==> config.mk <==
export PLATFORM = sky130hd
export DESIGN_NAME = boolean_network_step
export DESIGN_NICKNAME = d
export VERILOG_FILES = /design/src/rtl/bns_pkg.sv /design/src/rtl/boolean_network_step.sv /design/src/rtl/bns_ram.sv
export SDC_FILE = /design/constraint.sdc
export NUM_CORES = 2
export LEC_CHECK = 0
export BUFFER_PORTS_ARGS = -buffer_cell sky130_fd_sc_hd__buf_2
export CORE_UTILIZATION = 30
export CTS_BUF_LIST = sky130_fd_sc_hd__clkbuf_4 sky130_fd_sc_hd__clkbuf_8
export DETAILED_ROUTE_END_ITERATION = 6
export PLACE_DENSITY = 0.52
export SYNTH_ARGS = -nofsm -noshare
export SYNTH_HDL_FRONTEND = slang
export SYNTH_HIERARCHICAL = 1
export SYNTH_SLANG_ARGS = --single-unit
==> constraint.sdc <==
create_clock -name clock -period 16.3 [get_ports clock]
set_input_delay 4.89 -clock clock [delete_from_list [all_inputs] [get_ports clock]]
set_output_delay 4.89 -clock clock [all_outputs]
set_load 0.1 [all_outputs]
==> src/rtl/bns_pkg.sv <==
// Shared constants and types for the boolean network step engine.
// No dependencies; imported by the top level and the checker.
package bns_pkg;

   localparam int NODES_DEFAULT = 64;
   localparam int MAX_K_DEFAULT = 4;

   localparam int OP_W         = 3;
   localparam int NODE_FIELD_W = 6;
   localparam int SLOT_W       = 2;
   localparam int SRC_W        = 6;
   localparam int TABLE_W      = 16;
   localparam int STATE_W      = 64;
   localparam int COUNT_W      = 7;
   localparam int DEGREE_W     = 3;

   typedef logic [OP_W-1:0] op_type;

   localparam op_type OP_WIRE  = 3'd0;
   localparam op_type OP_TRUTH = 3'd1;
   localparam op_type OP_LOAD  = 3'd2;
   localparam op_type OP_FLIP  = 3'd3;
   localparam op_type OP_STEP  = 3'd4;

   localparam logic [DEGREE_W-1:0] DEGREE_RESET = 3'd2;

endpackage

==> src/rtl/boolean_network_step.sv <==
// Boolean network step engine: one request at a time, result in an output register.
// Step: the nodes are evaluated one per cycle through the shared evaluation unit, with the
// RAM read one node ahead of evaluation. Load: the change count is formed one bit per
// cycle. Wiring write: row read-modify-write. Other operations go straight to the result.
// A new request is taken the cycle after the result is registered.
// Synchronous reset clears the state to zero and in_degree to 2; tables are not cleared.
module boolean_network_step
   import bns_pkg::*;
#(
   parameter int NODES = NODES_DEFAULT,
   parameter int MAX_K = MAX_K_DEFAULT
) (
   input  logic                    clock,
   input  logic                    reset,
   input  logic                    req_valid,
   output logic                    req_ready,
   input  logic [OP_W-1:0]         req_operation,
   input  logic [NODE_FIELD_W-1:0] req_node,
   input  logic [SLOT_W-1:0]       req_slot,
   input  logic [SRC_W-1:0]        req_source,
   input  logic [TABLE_W-1:0]      req_table_word,
   input  logic [STATE_W-1:0]      req_state_word,
   output logic                    rsp_valid,
   input  logic                    rsp_ready,
   output logic [STATE_W-1:0]      rsp_state_after,
   output logic [COUNT_W-1:0]      rsp_changed_count,
   input  logic                    csr_valid,
   output logic                    csr_ready,
   input  logic [DEGREE_W-1:0]     csr_in_degree
);

   localparam int NODE_W = $clog2(NODES);
   localparam int CNT_W  = $clog2(NODES + 1);
   localparam int ROW_W  = MAX_K * SRC_W;

   localparam logic [NODE_W-1:0] LAST_NODE = NODE_W'(NODES - 1);

   localparam logic [2:0] ST_IDLE  = 3'd0;
   localparam logic [2:0] ST_WIRE  = 3'd1;
   localparam logic [2:0] ST_EVAL  = 3'd2;
   localparam logic [2:0] ST_COUNT = 3'd3;
   localparam logic [2:0] ST_DONE  = 3'd4;

   logic [2:0]          state_ff, state_in;
   logic [NODES-1:0]    node_bits_ff, node_bits_in;
   logic [NODES-1:0]    nxt_ff, nxt_in;
   logic [NODES-1:0]    diff_ff, diff_in;
   logic [CNT_W-1:0]    cnt_ff, cnt_in;
   logic [NODE_W-1:0]   addr_ff, addr_in;
   logic                issue_ff, issue_in;
   logic                eval_v_ff, eval_v_in;
   logic [NODE_W-1:0]   eval_node_ff, eval_node_in;
   logic [NODE_W-1:0]   wr_node_ff, wr_node_in;
   logic [SLOT_W-1:0]   wr_slot_ff, wr_slot_in;
   logic [SRC_W-1:0]    wr_src_ff, wr_src_in;
   logic [DEGREE_W-1:0] in_degree_ff, in_degree_in;
   logic                rsp_valid_ff, rsp_valid_in;
   logic [STATE_W-1:0]  rsp_state_ff, rsp_state_in;
   logic [COUNT_W-1:0]  rsp_count_ff, rsp_count_in;

   logic                req_accept;
   logic                node_ok;
   logic                slot_ok;
   logic [DEGREE_W-1:0] k_eff;
   logic [NODE_W-1:0]   rd_addr;
   logic [ROW_W-1:0]    wire_rd_data;
   logic [ROW_W-1:0]    wire_wr_data;
   logic                wire_wr_en;
   logic [TABLE_W-1:0]  tt_rd_data;
   logic                tt_wr_en;
   logic [MAX_K-1:0]    idx;
   logic [7:0]          idx_wide;
   logic                new_bit;
   logic                old_bit;

   bns_ram #(.WIDTH(ROW_W), .DEPTH(NODES)) u_wire_ram (
      .clock   (clock),
      .wr_en   (wire_wr_en),
      .wr_addr (wr_node_ff),
      .wr_data (wire_wr_data),
      .rd_addr (rd_addr),
      .rd_data (wire_rd_data)
   );

   bns_ram #(.WIDTH(TABLE_W), .DEPTH(NODES)) u_truth_ram (
      .clock   (clock),
      .wr_en   (tt_wr_en),
      .wr_addr (req_node[NODE_W-1:0]),
      .wr_data (req_table_word),
      .rd_addr (rd_addr),
      .rd_data (tt_rd_data)
   );

   assign req_ready  = (state_ff == ST_IDLE);
   assign req_accept = req_valid && req_ready;
   assign csr_ready  = 1'b1;
   assign node_ok    = {1'b0, req_node} < (NODE_FIELD_W + 1)'(NODES);
   assign slot_ok    = {1'b0, req_slot} < (SLOT_W + 1)'(MAX_K);
   assign k_eff      = (in_degree_ff > DEGREE_W'(MAX_K)) ? DEGREE_W'(MAX_K) : in_degree_ff;

   // Shared evaluation unit: one node's row and table per cycle.
   always_comb begin
      logic [SRC_W-1:0] src_sel;
      src_sel = '0;
      idx     = '0;
      for (int s = 0; s < MAX_K; s++) begin
         src_sel = wire_rd_data[s*SRC_W +: SRC_W];
         if ((DEGREE_W'(s) < k_eff) && ({1'b0, src_sel} < (SRC_W + 1)'(NODES))) begin
            idx[s] = node_bits_ff[src_sel[NODE_W-1:0]];
         end
      end
      idx_wide = {{(8 - MAX_K){1'b0}}, idx};
      new_bit  = (idx_wide < 8'(TABLE_W)) ? tt_rd_data[idx_wide[3:0]] : 1'b0;
      old_bit  = node_bits_ff[eval_node_ff];
   end

   // Replace one slot of the row read back for a wiring write.
   always_comb begin
      wire_wr_data = wire_rd_data;
      for (int s = 0; s < MAX_K; s++) begin
         if ((SLOT_W + 1)'(s) == {1'b0, wr_slot_ff}) begin
            wire_wr_data[s*SRC_W +: SRC_W] = wr_src_ff;
         end
      end
   end

   always_comb begin
      state_in     = state_ff;
      node_bits_in = node_bits_ff;
      nxt_in       = nxt_ff;
      diff_in      = diff_ff;
      cnt_in       = cnt_ff;
      addr_in      = addr_ff;
      issue_in     = issue_ff;
      eval_v_in    = eval_v_ff;
      eval_node_in = eval_node_ff;
      wr_node_in   = wr_node_ff;
      wr_slot_in   = wr_slot_ff;
      wr_src_in    = wr_src_ff;
      rsp_state_in = rsp_state_ff;
      rsp_count_in = rsp_count_ff;
      rsp_valid_in = rsp_valid_ff && !rsp_ready;
      in_degree_in = csr_valid ? csr_in_degree : in_degree_ff;
      wire_wr_en   = 1'b0;
      tt_wr_en     = 1'b0;
      rd_addr      = addr_ff;

      unique case (state_ff)
         ST_IDLE: begin
            rd_addr = req_node[NODE_W-1:0];
            if (req_accept) begin
               cnt_in     = '0;
               wr_node_in = req_node[NODE_W-1:0];
               wr_slot_in = req_slot;
               wr_src_in  = req_source;
               state_in   = ST_DONE;
               unique case (req_operation)
                  OP_WIRE: begin
                     if (node_ok && slot_ok) begin
                        state_in = ST_WIRE;
                     end
                  end
                  OP_TRUTH: begin
                     tt_wr_en = node_ok;
                  end
                  OP_LOAD: begin
                     node_bits_in = req_state_word[NODES-1:0];
                     diff_in      = node_bits_ff ^ req_state_word[NODES-1:0];
                     addr_in      = '0;
                     state_in     = ST_COUNT;
                  end
                  OP_FLIP: begin
                     if (node_ok) begin
                        node_bits_in = node_bits_ff ^ (NODES'(1) << req_node[NODE_W-1:0]);
                        cnt_in       = CNT_W'(1);
                     end
                  end
                  OP_STEP: begin
                     addr_in   = '0;
                     issue_in  = 1'b1;
                     eval_v_in = 1'b0;
                     state_in  = ST_EVAL;
                  end
                  default: begin
                  end
               endcase
            end
         end
         ST_WIRE: begin
            wire_wr_en = 1'b1;
            state_in   = ST_DONE;
         end
         ST_EVAL: begin
            // issue reads one node ahead of evaluation
            eval_v_in    = issue_ff;
            eval_node_in = addr_ff;
            if (issue_ff) begin
               if (addr_ff == LAST_NODE) begin
                  issue_in = 1'b0;
               end else begin
                  addr_in = addr_ff + NODE_W'(1);
               end
            end
            if (eval_v_ff) begin
               nxt_in = {new_bit, nxt_ff[NODES-1:1]};
               cnt_in = cnt_ff + CNT_W'(new_bit ^ old_bit);
               if (eval_node_ff == LAST_NODE) begin
                  node_bits_in = {new_bit, nxt_ff[NODES-1:1]};
                  state_in     = ST_DONE;
               end
            end
         end
         ST_COUNT: begin
            diff_in = diff_ff >> 1;
            cnt_in  = cnt_ff + CNT_W'(diff_ff[0]);
            if (addr_ff == LAST_NODE) begin
               state_in = ST_DONE;
            end else begin
               addr_in = addr_ff + NODE_W'(1);
            end
         end
         ST_DONE: begin
            // hold until the output register is free
            if (!rsp_valid_ff || rsp_ready) begin
               rsp_valid_in = 1'b1;
               rsp_state_in = STATE_W'(node_bits_ff);
               rsp_count_in = COUNT_W'(cnt_ff);
               state_in     = ST_IDLE;
            end
         end
         default: begin
            state_in = ST_IDLE;
         end
      endcase
   end

   always_ff @(posedge clock) begin
      if (reset) begin
         state_ff     <= ST_IDLE;
         node_bits_ff <= '0;
         issue_ff     <= 1'b0;
         eval_v_ff    <= 1'b0;
         in_degree_ff <= DEGREE_RESET;
         rsp_valid_ff <= 1'b0;
      end else begin
         state_ff     <= state_in;
         node_bits_ff <= node_bits_in;
         issue_ff     <= issue_in;
         eval_v_ff    <= eval_v_in;
         in_degree_ff <= in_degree_in;
         rsp_valid_ff <= rsp_valid_in;
      end
   end

   always_ff @(posedge clock) begin
      nxt_ff       <= nxt_in;
      diff_ff      <= diff_in;
      cnt_ff       <= cnt_in;
      addr_ff      <= addr_in;
      eval_node_ff <= eval_node_in;
      wr_node_ff   <= wr_node_in;
      wr_slot_ff   <= wr_slot_in;
      wr_src_ff    <= wr_src_in;
      rsp_state_ff <= rsp_state_in;
      rsp_count_ff <= rsp_count_in;
   end

   assign rsp_valid         = rsp_valid_ff;
   assign rsp_state_after   = rsp_state_ff;
   assign rsp_changed_count = rsp_count_ff;

endmodule

==> src/rtl/bns_ram.sv <==
// Generic single-write, single-read RAM with registered read data.
// No dependencies; used for the wiring rows and the truth tables.
module bns_ram #(
   parameter int WIDTH = 16,
   parameter int DEPTH = 64
) (
   input  logic                     clock,
   input  logic                     wr_en,
   input  logic [$clog2(DEPTH)-1:0] wr_addr,
   input  logic [WIDTH-1:0]         wr_data,
   input  logic [$clog2(DEPTH)-1:0] rd_addr,
   output logic [WIDTH-1:0]         rd_data
);

   logic [WIDTH-1:0] mem_ff [DEPTH];
   logic [WIDTH-1:0] rd_data_ff;

   always_ff @(posedge clock) begin
      if (wr_en) begin
         mem_ff[wr_addr] <= wr_data;
      end
      rd_data_ff <= mem_ff[rd_addr];
   end

   assign rd_data = rd_data_ff;

endmodule

==> flow_summary_export.csv <==
group,metric,value,unit
worst_hold_path,hold_path_end,"nxt_ff[59]$_DFFE_PP_",
cts,worst_skew_pair.late_latency,1.04,ns
sta,finalSetupTns,0,ns
cts,cts-root-buf,"sky130_fd_sc_hd__clkbuf_8",
logic_synthesis,ys_top_cells_by_area,"sky130_fd_sc_hd__edfxtp_1, sky130_fd_sc_hd__mux4_2, sky130_fd_sc_hd__dfxtp_1",
worst_hold_path,hold_class,"flop to flop",
global_route,grt_start_max_net_pins,120,
cts,num_cts_buffers,454,
cts,post_cts_resized,0,
power_and_ir_drop,ir_worst_vdd,0.116,mV
routing,dr.pass1.iters,7,
logic_synthesis,synth_top_area_share,0.721,
critical_path,timing.critical_path.fanout_max,82,
logic_synthesis,post_synth.cell_area_avg,19.6,sq um
critical_path,kind_of_start_point_of_the_critical_path,"input pin",
sta,timing.hold.ws,0.438,ns
sta,final_min_period_over_clock_period,0.531,
logic_synthesis,share_of_synthesized_cell_area_in_and_or_nand_and_nor_gates,0.0333,
worst_hold_path,min_from,"nxt_ff[60]$_DFFE_PP_",
finish,finalNetCount,6489,
floorplanning,die-width,624,um
power_and_ir_drop,p_total,20200,uW
routing,vias_per_cell,5.08,
critical_path,worst-path-buf-inv,5,
routing,drc_errors,1,
finish,post_route_cells_drive_above_1_share,0.300,
logic_synthesis,synth_top_family_by_area,"multiplexers",
floorplanning,floorplan.initialDensity,0.301,
cts,post-cts-setup-buffers,0,
sta,fin_skew,0.0654,ns
logic_synthesis,yosys.cell_types.count,79,
critical_path,criticalPathCategory,"input pin to flop",
finish,area.growth.synth_to_final,14.0,%
logic_synthesis,synth_top_cell_by_area,"sky130_fd_sc_hd__edfxtp_1",
global_route,via_count_of_the_first_global_routing_pass,62000,
sta,max_clock_freq,115,MHz
sta,final_hold_viol_count,0,
critical_path,worst-r2r-cell-count,14,
critical_path,reg2reg_to,"cnt_ff[4]$_SDFFCE_PP0P_",
logic_synthesis,synthMostInstantiatedCell,"sky130_fd_sc_hd__edfxtp_1",
critical_path,crit_path_cell_trace,"buf_2 -> buf_4 -> mux2_8 -> buf_4 -> buf_12 -> buf_4 -> mux4_2 -> nor2b_1 -> a211o_1 -> a31oi_1 -> a311oi_1",
logic_synthesis,post_synth_fa_ha_maj_area_fraction,0.000323,
logic_synthesis,synth.net_count,6045,
critical_path,worst-endpoint-required,17.17,ns
sta,worst_max_slew_margin_expressed_relative_to_the_limit,0.0938,
cts,cts_hold_repair.buffers,0,
critical_path,worst_setup_path_end_kind,"flop",
routing,post_drt_wl_per_cell,27.5,um
placed_design,dp.final_hpwl,194000,um
routing,final_routed_wirelength,329000,um
sta,worst-slew-pin-transition,1.36,ns
cts,tritoncts,"yes",
routing,routed_vias,60800,
critical_path,arrival_time_of_the_worst_setup_path,9.53,ns
critical_path,critical-path-max-stage-delay,0.79,ns
logic_synthesis,synth-edff-count,2791,
sta,unrepaired_setup_endpoints_after_global_routing,"no",
logic_synthesis,netlist_area,116000,sq um
cts,ctsHtreeMaxLevel,5,
logic_synthesis,synth-async-reset-ratio,0,
run_status,status,"complete, but fails checks",
global_route,antenna_found_initial,33,
floorplanning,core_area,386000,sq um
routing,ant_nets,0,
logic_synthesis,synth_compound_area_frac,0.0403,
cts,clockBufferDepth,4,
logic_synthesis,synth_xor_xnor_area_share,0.00897,
floorplanning,fp.dieArea,390000,sq um
sta,final-max-slew-violation-count,0,
run_status,failing_checks,"DRC",
critical_path,worst_path_max_delay_cell,"sky130_fd_sc_hd__buf_4",
routing,drt_iter0_drc,6755,
run,max-cap-violations,0,
critical_path,worst-r2r-setup-slack,10.87,ns
global_route,grt_first_pass_wirelength,466000,um
power_and_ir_drop,power.density_cell_area,153,nW/um^2
critical_path,worst_path_most_repeated_cell,"sky130_fd_sc_hd__buf_4",
critical_path,path_delay_family,"buffers and inverters",
logic_synthesis,yosys_register_bits,2904,
logic_synthesis,synth.top_cells.by_count,"sky130_fd_sc_hd__edfxtp_1, sky130_fd_sc_hd__mux4_2, sky130_fd_sc_hd__nor2_1, sky130_fd_sc_hd__nand2_1, sky130_fd_sc_hd__mux2i_1",
floorplanning,die_height,624,um
worst_hold_path,hold-path-cell-count,0,
sta,min_tclk_post_route,8.66,ns
logic_synthesis,synth_ff_type,"sky130_fd_sc_hd__edfxtp_1",
global_route,grt.overflow.total,0,
logic_synthesis,synth_warnings,6,
placed_design,port_buffers,177,
logic_synthesis,synth_sequential_area_ratio,0.741,
logic_synthesis,post_synth_inst_count,5937,
finish,share_of_the_core_filled_with_cells_in_the_final_layout,0.344,
cts,clock_sink_count,2904,
logic_synthesis,muxShareOfSynthArea,0.157,
global_route,grtUsageTotal,0.165,
floorplanning,rows,228,
critical_path,r2r_start,"node_bits_ff[45]$_SDFFE_PP0P_",
power_and_ir_drop,cellLeakagePower,0.0411,uW
placed_design,placer_s_final_routability_congestion_estimate,0.828,
sta,finalSetupViolCount,0,
cts,cts.reportedPaths.clkPinSlew,0.07,ns
floorplanning,design.portCount,179,
[flip-flops by register name, indices dropped and copies added (netlist names)]
signal,count
wr_slot_ff,2
wr_src_ff,6
rsp_valid,1
issue_ff,1
u_wire_ram/mem_ff,1536
state_ff,3
in_degree_ff,3
u_truth_ram/rd_data,16
cnt_ff,7
addr_ff,6
nxt_ff,63
eval_node_ff,6
wr_node_ff,6
rsp_state_after,64
node_bits_ff,64
u_truth_ram/mem_ff,1024
diff_ff,64
rsp_changed_count,7
u_wire_ram/rd_data,24
eval_v_ff,1
[per-stage QoR]
stage | worst slack (ns) | cells | instance area (sq um)
floorplan | 6.11 | 5937 | 116000
global placement | 6.30 | 11100 | 124000
detailed placement | 6.36 | 11100 | 124000
CTS | 7.53 | 11900 | 132000
global route | 7.33 | 12000 | 133000
finish | 7.64 | 12000 | 133000
[where the power goes]
part	leakage, uW	total [uW]	internal (uW)	switching (uW)
combinational	0.0104	4960	1730	3230
clock	0.00470	6050	3190	2860
sequential	0.0260	9240	8930	310
total	0.0411	20200	13800	6400
[layout make-up]
cell class	instances	area, sq um
well taps	5175	6470
fillers	36500	253000
inverters	10	37.5
clock buffers	630	7710
clock inverters	190	1140
flip-flops and latches	2904	86100
repair buffers	407	2690
diodes	58	145
multi-input cells	2604	28300
[routing by layer]
layer	GRT usage	vias to the layer above	routed length (um)
met4	0.0522	6	10400
met5	0	-	39
met1	0.221	32600	138000
met3	0.0253	539	20500
met2	0.275	2243	161000
li1	-	25400	-
[logic make-up after synthesis]
| kind of cell | after synthesis |
|---|---|
| other | 1 |
| DFF | 2904 |
| adders and majority gates | 3 |
| AOI/OAI and AO/OA | 682 |
| and+or+nand+nor | 827 |
| muxes | 972 |
| buffers and inverters | 429 |
| xor gates and xnor gates | 119 |
[placed cells by master, fill, tap and decap left out, types with 103 or more instances in the layout]
cell type / Yosys / routed
sky130_fd_sc_hd__a21oi_1: 114 / 114
sky130_fd_sc_hd__edfxtp_1: 2791 / 2791
sky130_fd_sc_hd__a211oi_1: 117 / 117
sky130_fd_sc_hd__o21ai_0: 113 / 109
sky130_fd_sc_hd__mux2_2: 108 / 103
sky130_fd_sc_hd__mux2i_1: 196 / 196
sky130_fd_sc_hd__buf_2: 89 / 177
sky130_fd_sc_hd__mux4_2: 661 / 661
sky130_fd_sc_hd__clkbuf_8: 0 / 477
sky130_fd_sc_hd__nor2_1: 317 / 232
sky130_fd_sc_hd__nand2_1: 207 / 207
sky130_fd_sc_hd__dfxtp_1: 113 / 113
sky130_fd_sc_hd__clkbuf_4: 2 / 153
sky130_fd_sc_hd__clkinv_1: 1 / 105
sky130_fd_sc_hd__buf_4: 54 / 224
[worst max path at each step]
stage | start | slack [ns] | to | cells after the start
2_1_floorplan | req_operation[1] | 6.11 | diff_ff[0]$_DFFE_PP_ | 3
3_3_place_gp | req_node[0] | 6.30 | u_truth_ram/rd_data[4]$_DFF_P_ | 11
3_5_place_dp | req_node[0] | 6.36 | u_truth_ram/rd_data[4]$_DFF_P_ | 11
4_1_cts | req_node[0] | 7.53 | u_truth_ram/rd_data[4]$_DFF_P_ | 11
5_1_grt | req_node[0] | 7.33 | u_truth_ram/rd_data[4]$_DFF_P_ | 11
6_report | req_node[0] | 7.64 | u_truth_ram/rd_data[4]$_DFF_P_ | 11
(Power assumes the default switching activity.)
